[src/rtl/rect_fill_outline_rasterizer_defines.svh]
// Assertion macros shared by the rasterizer RTL.
`ifndef RECT_FILL_OUTLINE_RASTERIZER_DEFINES_SVH
`define RECT_FILL_OUTLINE_RASTERIZER_DEFINES_SVH

// Same-cycle implication, disabled while reset is held.
`define RFOR_ASSERT_IMP(label, clk, rst_n, ante, cons, msg) \
    label: assert property (@(posedge clk) disable iff (!(rst_n)) (ante) |-> (cons)) \
        else $error(msg);

// Next-cycle implication, disabled while reset is held.
`define RFOR_ASSERT_NXT(label, clk, rst_n, ante, cons, msg) \
    label: assert property (@(posedge clk) disable iff (!(rst_n)) (ante) |=> (cons)) \
        else $error(msg);

`endif

[src/rtl/rfor_pkg.sv]
// Types and constants shared by the rasterizer modules.
`default_nettype none
package rfor_pkg;

    localparam int Q_W         = 24;   // Q15.8 coordinate width
    localparam int FX_W        = 27;   // bound arithmetic width
    localparam int DIMREG_W    = 10;   // canvas size register width
    localparam int CHAR_W      = 8;
    localparam int COORD_W     = 9;    // read column / row width
    localparam int IN_TDATA_W  = 128;
    localparam int IN_TUSER_W  = 2;
    localparam int OUT_TDATA_W = 16;
    localparam int APB_AW      = 4;
    localparam int APB_DW      = 32;

    localparam logic [FX_W-1:0] ONE_Q8 = FX_W'(256);

    typedef logic [1:0] t_req;
    localparam t_req REQ_CLEAR = 2'd0;
    localparam t_req REQ_DRAW  = 2'd1;
    localparam t_req REQ_READ  = 2'd2;

    localparam logic [1:0] REG_CANVAS_W = 2'd0;
    localparam logic [1:0] REG_CANVAS_H = 2'd1;
    localparam logic [1:0] REG_BG_CHAR  = 2'd2;

    localparam logic [CHAR_W-1:0] BG_CHAR_RST = 8'd32;

    typedef struct packed {
        logic load_req;     // latch the accepted request
        logic sweep_init;   // reset the pixel walk, load bounds
        logic sweep_step;   // visit one pixel
        logic rd_issue;     // read one pixel from the canvas
        logic out_load;     // fill the result register
    } t_dp_cmd;

    typedef struct packed {
        t_req req;
        logic size_bad;
        logic rd_in_range;
        logic sweep_last;
        logic out_full;
    } t_dp_stat;

endpackage
`default_nettype wire

[src/rtl/rfor_ctrl.sv]
// Controller: request sequencing state machine.
`default_nettype none
`include "rect_fill_outline_rasterizer_defines.svh"
module rfor_ctrl (
    input  wire logic               i_clk,
    input  wire logic               i_rst_n,
    input  wire logic               i_s_tvalid,
    output logic                    o_s_tready,
    input  wire logic               i_m_tready,
    input  wire rfor_pkg::t_dp_stat i_stat,
    output rfor_pkg::t_dp_cmd       o_cmd
);
    import rfor_pkg::*;

    typedef enum logic [1:0] {
        ST_IDLE,
        ST_DECODE,
        ST_SWEEP,
        ST_RESP
    } t_state;

    t_state r_state;

    always_comb begin
        o_cmd = '0;
        case (r_state)
            ST_IDLE: begin
                o_cmd.load_req = i_s_tvalid;
            end
            ST_DECODE: begin
                case (i_stat.req)
                    REQ_CLEAR: o_cmd.sweep_init = 1'b1;
                    REQ_DRAW:  o_cmd.sweep_init = !i_stat.size_bad;
                    REQ_READ:  o_cmd.rd_issue   = i_stat.rd_in_range;
                    default:   o_cmd = '0;
                endcase
            end
            ST_SWEEP: begin
                o_cmd.sweep_step = 1'b1;
            end
            ST_RESP: begin
                o_cmd.out_load = !i_stat.out_full || i_m_tready;
            end
            default: o_cmd = '0;
        endcase
    end

    assign o_s_tready = (r_state == ST_IDLE);

    always_ff @(posedge i_clk) begin
        if (!i_rst_n) begin
            r_state <= ST_IDLE;
        end else begin
            case (r_state)
                ST_IDLE:   if (i_s_tvalid) r_state <= ST_DECODE;
                ST_DECODE: r_state <= o_cmd.sweep_init ? ST_SWEEP : ST_RESP;
                ST_SWEEP:  if (i_stat.sweep_last) r_state <= ST_RESP;
                ST_RESP:   if (o_cmd.out_load) r_state <= ST_IDLE;
                default:   r_state <= ST_IDLE;
            endcase
        end
    end

    `RFOR_ASSERT_NXT(a_sweep_end, i_clk, i_rst_n, (r_state == ST_SWEEP) && i_stat.sweep_last, r_state == ST_RESP, "walk did not end on last pixel")
    `RFOR_ASSERT_NXT(a_read_resp, i_clk, i_rst_n, o_cmd.rd_issue, (r_state == ST_RESP) && (i_stat.req == REQ_READ), "pixel read not followed by result")
endmodule
`default_nettype wire

[config.mk]
export PLATFORM = sky130hd
export DESIGN_NAME = rfor_ctrl
export DESIGN_NICKNAME = d
export VERILOG_FILES = /design/src/rtl/rfor_pkg.sv /design/src/rtl/rfor_ctrl.sv
export VERILOG_INCLUDE_DIRS = /design/src /design/src/rtl
export SDC_FILE = /design/constraint.sdc
export NUM_CORES = 1
export LEC_CHECK = 0
export ABC_CLOCK_PERIOD_IN_PS = 3100
export BUFFER_PORTS_ARGS = -buffer_cell sky130_fd_sc_hd__buf_4
export CAP_MARGIN = 20
export CORE_AREA = 5 5 42 44
export CTS_CLUSTER_DIAMETER = 150
export DETAILED_ROUTE_END_ITERATION = 10
export DIE_AREA = 0 0 47 49
export PLACE_DENSITY_LB_ADDON = 0.05
export SLEW_MARGIN = 40
export SYNTH_ARGS = -nofsm -noshare
export SYNTH_HDL_FRONTEND = slang
export SYNTH_SLANG_ARGS = --single-unit
export TNS_END_PERCENT = 50
[constraint.sdc]
create_clock -name i_clk -period 3.1 [get_ports i_clk]
set_input_delay 0.465 -clock i_clk [delete_from_list [all_inputs] [get_ports i_clk]]
set_output_delay 0.465 -clock i_clk [all_outputs]
set_load 0.05 [all_outputs]
**Word level (Yosys, flattened, before mapping)**

Index checks and enable logic that the tools add are counted.

- Add/subtract/negate cells: 0
- Divide/modulo/power cells: 0
- Equality and inequality tests: 8
- Multiplexer cells: 12
- Multiply operators: 0
- $lt $le $gt $ge: 0
- Bitwise gates (word level): 0
- Reductions and logical operators: 6
- Shift operators: 0

Operator list:

| operator | count |
|---|---|
| case mux 2 bit (4 select lines) | 1 |
| 2-to-1 mux 1 bit | 7 |
| equality test 2 bit (second input constant) | 3 |
| 2-to-1 mux 2 bit | 3 |
| != test 2 bit (second input constant) | 3 |
| equality test 2 x 1 -> 1 bit (second input constant) | 2 |
| zero test 2 bit | 2 |
| AND reduction 3 bit | 1 |
| zero test 1 bit | 2 |
| case mux 1 bit (2 select lines) | 1 |
| logical OR 1 bit | 1 |

- ROM bits: 0
- Input port bits: 10
- Word-level logic and storage cells: 27
- RAM bits: 0
- Output and inout port bits: 6
- Register bits: 2
- Latch bits: 0
- Memories: 0

**Longest topological paths before layout**

- Depth in word-level cells: 5
- Depth in mapped cells: 5
- Mapped depth without buffers: 5

**Worst setup path after synthesis**

Ideal clock, no wire load.

- Path kind: register -> output
- Start: register r_state[1]
- End: output port o_cmd[0] in the netlist's numbering
- Path slack: 964 ps
- Required time: 2,635 ps
- Cell stages (with the launch flop): 3
- Arrival time: 1,671 ps
- Path buffers: 0
- Path through: dfxtp_1 ha_1 a21boi_0

RTL lines:

| what | line | text |
|---|---|---|
| from (decl) | rfor_ctrl.sv:22 | `t_state r_state;` |
| from (signal assigned) | rfor_ctrl.sv:56 | `ST_DECODE: r_state <= o_cmd.sweep_init ? ST_SWEEP : ST_RESP;` |
| to (decl) | rfor_ctrl.sv:11 | `output rfor_pkg::t_dp_cmd o_cmd` |

==> report_table.html <==
<table>
<tr><th>Metric</th><th>Value</th></tr>
<tr><th colspan="2">Cells and area</th></tr>
<tr><td>Commonest non-fill, non-tap cell in the layout</td><td>sky130_fd_sc_hd__buf_4</td></tr>
<tr><td>Final Instance Area</td><td>392 um^2</td></tr>
<tr><td>Number of flip-flops in the largest register</td><td>2</td></tr>
<tr><td>Commonest non-fill, non-tap cells in the layout</td><td>sky130_fd_sc_hd__buf_4 (15), sky130_fd_sc_hd__inv_1 (5), sky130_fd_sc_hd__ha_1 (5)</td></tr>
<tr><td>Final net count</td><td>63</td></tr>
<tr><td>Proportion of layout cells with a drive suffix above 1</td><td>41.3%</td></tr>
<tr><td>Register ranked first by flip-flop count</td><td>r_state</td></tr>
<tr><td>Area growth from synthesis to layout</td><td>65.6%</td></tr>
<tr><td>Final cell utilization of the core</td><td>27.9%</td></tr>
<tr><td>Antenna diode instance count</td><td>0</td></tr>
<tr><td>Finished Layout Cells</td><td>62</td></tr>
<tr><td>Largest registers in the final layout</td><td>r_state: 2 flops</td></tr>
<tr><td>Layout filler cell count</td><td>161</td></tr>
<tr><th colspan="2">Timing</th></tr>
<tr><td>Remaining max-slew budget at the tightest pin</td><td>73.4%</td></tr>
<tr><td>Clock skew</td><td>0.00181 ns</td></tr>
<tr><td>Hold slack final</td><td>0.492 ns</td></tr>
<tr><td>Fin. max-slew vios</td><td>0</td></tr>
<tr><td>Unrepaired setup endpoints after global routing</td><td>false</td></tr>
<tr><td>Number of setup violations in the final report</td><td>0</td></tr>
<tr><td>Final Cycle Share</td><td>57.3%</td></tr>
<tr><td>Hold Vio Cnt, Final</td><td>0</td></tr>
<tr><td>Aggregate negative setup slack</td><td>0 ns</td></tr>
<tr><td>Minimum clock period</td><td>1.78 ns</td></tr>
<tr><td>Maximum achievable frequency</td><td>563 MHz</td></tr>
<tr><td>Transition time at the pin with the least slew margin</td><td>0.389 ns</td></tr>
<tr><td>Smallest setup slack after layout</td><td>1.32 ns</td></tr>
<tr><th colspan="2">Logic synthesis</th></tr>
<tr><td>Total nets after synthesis</td><td>43</td></tr>
<tr><td>Flip-flop cell with the highest count after synthesis</td><td>sky130_fd_sc_hd__dfxtp_1</td></tr>
<tr><td>Share of synthesized registers carrying an async set or reset</td><td>0%</td></tr>
<tr><td>Sequential-to-total area share from yosys stat</td><td>16.9%</td></tr>
<tr><td>Number of enable-type register cells in the synthesized netlist</td><td>0</td></tr>
<tr><td>Number of distinct library cells after synthesis</td><td>18</td></tr>
<tr><td>Synthesized area per cell</td><td>8.45 um^2</td></tr>
<tr><td>Flop and latch count out of synthesis</td><td>2</td></tr>
<tr><td>Yosys synthesis warning count</td><td>0</td></tr>
<tr><td>Combined area of all synthesized cells</td><td>236 um^2</td></tr>
<tr><td>Post-Synthesis Cells</td><td>28</td></tr>
<tr><th colspan="2">Pwr</th></tr>
<tr><td>Sw Ratio</td><td>51.4%</td></tr>
<tr><td>Leakage Power</td><td>0.211 nW</td></tr>
<tr><td>Pint</td><td>0.168 mW</td></tr>
<tr><td>Fraction of power consumed by the clock network</td><td>17.9%</td></tr>
<tr><td>Comb power frac</td><td>67.4%</td></tr>
<tr><td>Worst IR Drop VDD</td><td>0.000280 V</td></tr>
<tr><td>Pwr/cell area</td><td>882 nW/um^2</td></tr>
<tr><td>Net load switching power</td><td>0.178 mW</td></tr>
<tr><td>Portion of total power attributed to sequential cells</td><td>14.7%</td></tr>
<tr><td>Power, Total</td><td>0.345 mW</td></tr>
<tr><th colspan="2">Route</th></tr>
<tr><td>First-pass iteration count of the detailed router</td><td>2</td></tr>
<tr><td>Remaining number of nets flagged by the antenna check after routing</td><td>0</td></tr>
<tr><td>Mean routed wirelength per cell</td><td>10.5 um</td></tr>
<tr><td>Detailed-route wire length</td><td>649 um</td></tr>
<tr><td>Post-detailed-route DRC marker count</td><td>0</td></tr>
<tr><td>Total via count after detailed routing</td><td>274</td></tr>
<tr><td>Via density per instance</td><td>4.42</td></tr>
<tr><td>Drt initial violations</td><td>2</td></tr>
<tr><th colspan="2">Die</th></tr>
<tr><td>Io pins</td><td>16</td></tr>
<tr><td>Effective utilization at floorplan</td><td>16.9%</td></tr>
<tr><td>Overall die height</td><td>49 um</td></tr>
<tr><td>Num rows</td><td>14</td></tr>
<tr><td>Horizontal extent of the die</td><td>47 um</td></tr>
<tr><td>Die outline area</td><td>2300 um^2</td></tr>
<tr><td>Core region area</td><td>1400 um^2</td></tr>
<tr><th colspan="2">GRT</th></tr>
<tr><td>GRT Total Usage</td><td>6.61%</td></tr>
<tr><td>Global route total overflow</td><td>0</td></tr>
<tr><td>Vias in the first global route</td><td>268</td></tr>
<tr><td>Wire length of the first global-routing pass</td><td>1070 um</td></tr>
<tr><td>Antenna violations before repair</td><td>0</td></tr>
<tr><td>Maximum number of pins on one net before global-route repair</td><td>6</td></tr>
<tr><th colspan="2">Place</th></tr>
<tr><td>Dpl cells</td><td>59</td></tr>
<tr><td>Half-perimeter wire length of the detailed placement result</td><td>547 um</td></tr>
<tr><td>Routability cong.</td><td>0.715</td></tr>
<tr><td>Post-Place Worst Slack</td><td>1.51 ns</td></tr>
<tr><td>Area post-placement</td><td>369 um^2</td></tr>
<tr><td>Port buffer count</td><td>15</td></tr>
<tr><th colspan="2">Clock network</th></tr>
<tr><td>Worst-case clock buffer depth</td><td>2</td></tr>
<tr><td>H-tree depth reported by CTS</td><td>1</td></tr>
<tr><td>CTS sink count</td><td>2</td></tr>
<tr><td>TritonCTS clock tree</td><td>built</td></tr>
<tr><td>Clk_lat worst skew</td><td>0.23 ns</td></tr>
<tr><td>TritonCTS Buffers</td><td>3</td></tr>
<tr><td>Number of setup buffers added after CTS</td><td>0</td></tr>
<tr><td>Clock tree root driver cell</td><td>sky130_fd_sc_hd__clkbuf_4</td></tr>
<tr><td>Post-cts sizing count</td><td>0</td></tr>
<tr><td>Cts hold-fix bufs</td><td>0</td></tr>
<tr><td>Clock-pin slew on the worst setup and hold paths</td><td>0.03 ns</td></tr>
<tr><th colspan="2">Status</th></tr>
<tr><td>Outcome</td><td>completed</td></tr>
<tr><th colspan="2">Setup path</th></tr>
<tr><td>Critical Path RT</td><td>2.63 ns</td></tr>
<tr><td>Type of origin of the critical path</td><td>flop</td></tr>
<tr><td>Arrival time at the worst endpoint</td><td>1.31 ns</td></tr>
<tr><td>Type of element capturing the critical path</td><td>output port</td></tr>
<tr><td>Peak fanout along the critical path</td><td>5</td></tr>
<tr><td>Setup slack on the worst flop-to-flop path</td><td>1.51 ns</td></tr>
<tr><td>Critical Setup Path Class</td><td>flop to output port</td></tr>
<tr><th colspan="2">Min path</th></tr>
<tr><td>Type of the worst min-delay path</td><td>input pin to flop</td></tr>
<tr><th colspan="2">Flow run</th></tr>
<tr><td>Max-cap viol count</td><td>0</td></tr>
</table>
path summary, 6_finish.rpt:
kind	startpoint	depth (start not counted)	end
worst max register to register	r_state[1]$_SDFFE_PN0P_	5	r_state[0]$_SDFFE_PN0P_
worst min-delay path	i_rst_n	3	r_state[1]$_SDFFE_PN0P_
worst min register to register	r_state[0]$_SDFFE_PN0P_	2	r_state[0]$_SDFFE_PN0P_
worst max-delay path	r_state[1]$_SDFFE_PN0P_	4	o_cmd[1]
cell usage after synthesis (2+ instances only):
library cell,number,area share [%]
sky130_fd_sc_hd__ha_1,5,26
sky130_fd_sc_hd__inv_1,5,7.9
sky130_fd_sc_hd__a21oi_1,2,4.2
sky130_fd_sc_hd__dfxtp_1,2,17
power groups by stage:
stage	registers, mW	logic (mW)	clock network [mW]
floorplan	0.0477	0.176	0
global placement	0.0510	0.238	0
detailed placement	0.0508	0.237	0
CTS	0.0504	0.237	0.0655
global route	0.0524	0.256	0.0674
finish	0.0507	0.233	0.0619
critical path: stages, from the launching register on:
cell and delay, ns:
sky130_fd_sc_hd__dfxtp_1 0.39, sky130_fd_sc_hd__inv_1 0.11, sky130_fd_sc_hd__ha_1 0.22, sky130_fd_sc_hd__and4b_1 0.18, sky130_fd_sc_hd__buf_4 0.18
layer usage:
metal	share of wire (%)	GRT usage [%]	wire length, um
met4	4.0	5.53	26
met1	37	6.77	238
met3	14	3.32	93
met2	45	9.50	289
met5	0	0	0
cell families after synthesis:
| logic type | Yosys count | share of synthesized area (%) |
|---|---|---|
| simple gates | 9 | 27.5 |
| compound gates | 7 | 21.2 |
| buf+inv | 5 | 7.94 |
| fa+ha+maj | 5 | 26.5 |
| flops | 2 | 16.9 |
area by class of cell:
cell class	count	area, um^2	share of cell area, %
multi-input combinational	21	178	45.4
timing repair buffer	15	113	28.8
sequential	2	40.0	10.2
clock buffer	3	22.5	5.75
tap	16	20.0	5.11
inverter	5	18.8	4.79
Power figures use the tool's default switching activity.
